<file path="config.mk">
export PLATFORM = sky130hd
export DESIGN_NAME = mstk_ram
export DESIGN_NICKNAME = d
export VERILOG_FILES = /design/src/hw/rtl/mstk_ram.sv
export SDC_FILE = /design/constraint.sdc
export NUM_CORES = 1
export LEC_CHECK = 0
export ABC_AREA = 1
export BUFFER_PORTS_ARGS = -buffer_cell sky130_fd_sc_hd__buf_2
export CAP_MARGIN = 20
export CELL_PAD_IN_SITES_DETAIL_PLACEMENT = 0
export CELL_PAD_IN_SITES_GLOBAL_PLACEMENT = 1
export CORE_ASPECT_RATIO = 1.1
export CORE_MARGIN = 2
export CORE_UTILIZATION = 35
export CTS_BUF_LIST = sky130_fd_sc_hd__clkbuf_8
export DETAILED_ROUTE_END_ITERATION = 7
export PLACE_DENSITY_LB_ADDON = 0.1
export SLEW_MARGIN = 0
export SYNTH_ARGS = -nofsm -noshare
export SYNTH_HDL_FRONTEND = slang
export SYNTH_SLANG_ARGS = --single-unit
export TNS_END_PERCENT = 100
</file>
<file path="constraint.sdc">
create_clock -name clk_i -period 3.15 [get_ports clk_i]
set_input_delay 0.4725 -clock clk_i [delete_from_list [all_inputs] [get_ports clk_i]]
set_output_delay 0.4725 -clock clk_i [all_outputs]
set_load 0.005 [all_outputs]
</file>
<file path="src/hw/rtl/mstk_ram.sv">
// Generic single-write, single-read RAM with registered read data.
`timescale 1ns / 1ps
module mstk_ram #(
  parameter int WIDTH = 8,
  parameter int DEPTH = 16
) (
  input  logic                     clk_i,
  input  logic                     we_i,
  input  logic [$clog2(DEPTH)-1:0] waddr_i,
  input  logic [WIDTH-1:0]         wdata_i,
  input  logic [$clog2(DEPTH)-1:0] raddr_i,
  output logic [WIDTH-1:0]         rdata_o
);

  logic [WIDTH-1:0] mem [DEPTH];

  // Write port and registered read port
  always_ff @(posedge clk_i) begin
    if (we_i) begin
      mem[waddr_i] <= wdata_i;
    end
    rdata_o <= mem[raddr_i];
  end

endmodule

</file>
Word-level counts from Yosys, hierarchy flattened
Memory sizes are Yosys's and may differ from the RTL's. A register that Yosys moved wholly into a read port is not among the register bits.
Index checks and enable logic that the tools add are counted.
{"block": "classes", "mux": 2}
{"cell": "1-bit two-way mux", "n": 2}
{"block": "totals", "regBits": 0, "ram_bits": 128, "in_bits": 18, "out_inout_bits": 8, "word_cells": 3, "n_memories": 1}
{"name": "mem", "depth": 16, "word_bits": 8, "rd": 1, "rd_ports_with_merged_regs": 1, "wr": 1, "line": "15", "text": "logic [WIDTH-1:0] mem [DEPTH];"}

Longest topological paths before layout
{"block": "logic_depth", "depth_word": 2, "ltp_mapped": 8, "ltp_nobuf": 7}

Worst setup path after synthesis
Ideal clock, no wire load.
{"block": "synth_path", "path_type": "input port to flip-flop", "startpoint": "input port waddr_i[2]", "endpoint": "memory mem[10][0] (enable)", "setup_time_ns": 0.370, "arrival_time_ns": 1.053, "required_ns": 2.780, "path_slack_ns": 1.727, "cell_stages": 2, "n_path_buf": 0, "cell_sequence": "nand3b_1 nor2_1"}
{"item": "from (decl)", "line": "9", "text": "input logic [$clog2(DEPTH)-1:0] waddr_i,"}
{"item": "to (decl)", "line": "15"}
Straight into the memory's write port.

==> metrics.yaml <==
status:
  outcome: "completed"
global_routing:
  grt_pass1_vias: 3692
  busiest_layer: "met2"
  grt_pass1_wl_um: 21360
  met3_usage_pct: 4.282
  gr-usage-met1_pct: 22.39
  grt_max_degree: 65
  grt_use_total_pct: 16.74
  antenna_found_initial: 0
  gr-usage-met2_pct: 26.77
  gr-total-overflow: 0
die:
  chipWidth_um: 126.4
  io_pins: 26
  core_area_sq_um: 16250
  rows: 49
  initial_core_util_pct: 35.49
  die_h_um: 138.6
  die_area_sq_um: 17520
power_and_ir_drop:
  power_density_nw_per_um2: 564.2
  p_leak_nw: 2.756
  vdd_drop_max_mv: 0.2379
final_layout:
  syn_to_final_growth_pct: 11.54
  instances_no_fill: 797
  fin_area_sq_um: 6432
  finalNetCount: 598
  antennaDiodeCount: 0
  drive_gt1_share_pct: 11.13
drt:
  drtIter0Drc: 198
  firstDrtPassIters: 4
  routed_via_density: 4.660
  route.detailed.wl_per_inst_um: 17.37
  totalWireLength_um: 13840
  ant_nets: 0
  drc: 0
  num_vias: 3714
critical_path:
  path_cells: "buf_2 -> inv_1 -> nand3_1 -> nand3_1 -> nand2_1"
  rrSetupSlack_ns: 2.11
  cpPeakStageDelay_ns: 0.60
  crit_type: "input port to flip-flop"
  slowest_stage: "inv_1"
  r2r-end: "rdata_o[4]"
  critPathArrivalTime_ns: 1.77
  cp.required_ns: 3.49
  cp-start-kind: "input port"
  r2r_cells: 6
  cp_common_cell: "nand3_1"
  critPathMaxFanout: 17
  end_kind: "flip-flop"
  reg2reg_from: "mem[1][4]"
synth:
  synth.distinct_cells: 12
  synth_cells: 551
  syn-mean-instance-area_sq_um: 10.47
  synth_warnings: 0
  synth_seq_cells: 136
  synth_fp_nets: 569
  syn-cell-area_sq_um: 5767
  yosysSeqAreaShare_pct: 69.43
clocking:
  clockBufferDepth: 2
  clk_latency_ns: 0.45
  cts_root_buf: "clkbuf_8"
  cts_tree: "done"
  path_clk_slew_ns: 0.08
  numCtsBuffers: 17
  postCtsHoldBufs: 0
  post_cts_resized: 0
  cts_max_level: 4
  cts_setup_buffers: 0
  cts_sinks: 136
place:
  placed_area_sq_um: 6061
  portBuffers: 25
  dpl.hpwl_um: 8355
  gp_congestion: 0.7340
  placed_cells: 765
timing:
  tightest_slew_ns: 0.8406
  holdWs_ns: 0.4080
  fin_crit_sh_pct: 45.62
  final_max_slew_viol_count: 0
  skew_ns: 0.009292
  period_minus_slack_ns: 1.437
  rsz0062_at_grt: "false"
  max_slew_margin_pct: 43.75
  fmaxAchievable_mhz: 695.9
  final_hold_viol_count: 0
  setup_viol: 0
  tns_ns: 0
hold_path:
  hold_class: "input port to flip-flop"
  holdCritStartpoint: "raddr_i[3]"
  min_path_cells: 3
  hold_end: "rdata_o[3]"
job:
  maxCapViolations: 0
-- where the power goes --
group	switching, mW	internal [mW]
Sequential	0.0119	2.02
Combinational	0.170	0.0675
Clock	0.672	0.688
Total	0.853	2.78
-- synth_stat cells --
cell        n  share of area, %
dfxtp_1     8               2.8
inv_1     100               6.5
buf_4       4              0.52
buf_1       1             0.065
edfxtp_1  128                67
buf_2      13               1.1
inv_2       2              0.13
nand2_1   173                11
buf_6       6               1.2
nand3_1    97               8.4
nand3b_1    2              0.26
nor2_1     17               1.1
-- worst max-delay path by stage --
stage | slack [ns] | end | cells past startpoint | start
6_report | 1.71 | rdata_o[4] | 5 | raddr_i[2]
5_1_grt | 1.62 | rdata_o[4] | 7 | raddr_i[0]
4_1_cts | 1.69 | rdata_o[6] | 1 | rdata_o[6]
3_5_place_dp | 1.22 | rdata_o[3] | 5 | raddr_i[2]
3_3_place_gp | 1.25 | mem[5][2] | 3 | waddr_i[3]
2_1_floorplan | 1.73 | mem[10][0] | 2 | waddr_i[2]
-- logic make-up after synthesis --
family / count (synthesis) / synth area share [%]
AND/OR/NAND/NOR: 289 / 21.05
flip-flops: 136 / 69.43
buffers and inverters: 126 / 9.525
-- layout by cell type, fill, tap and decap left out, drive strengths merged --
cell / n
nand3b: 2
buf: 34
nand3: 97
inv: 103
edfxtp: 128
bufinv: 2
clkbuf: 17
clkinvlp: 3
nand2: 173
clkinv: 9
nor2: 17
dfxtp: 8
-- stage by stage --
| stage | utilization [%] | power (mW) | worst slack, ns |
|---|---|---|---|
| after CTS | 39.59 | 3.675 | 1.687 |
| after floorplan | - | 2.214 | 1.727 |
| after global placement | 37.30 | 2.315 | 1.254 |
| after detailed placement | 37.30 | 2.317 | 1.215 |
| after global routing | 39.59 | 3.784 | 1.615 |
| final | 39.59 | 3.629 | 1.713 |
-- layout make-up --
| class | instances | area [sq um] |
|---|---|---|
| fill | 1658 | 9814 |
| sequential | 136 | 4004 |
| multi-input combinational | 289 | 1214 |
| inverter | 102 | 382.9 |
| tap | 204 | 255.2 |
| clock buffer | 17 | 234.0 |
| timing repair buffer | 34 | 205.2 |
| clock inverter | 15 | 137.6 |
-- critical path: cells and delay by family --
kind	cells	cell delay, ns
buffers and inverters	2	0.85
and+or+nand+nor	3	0.44
-- flip-flops by register name, summed over array words and instances, names as in the netlist --
name	flops
mem	128
rdata_o	8
-- per-layer routing --
metal | vias up | part of all wire, %
li1 | 1825 | -
met1 | 1783 | 45
met2 | 93 | 50
met3 | 13 | 4.4
met4 | 0 | 1.1
met5 | - | 0
(Power assumes the default switching activity.)
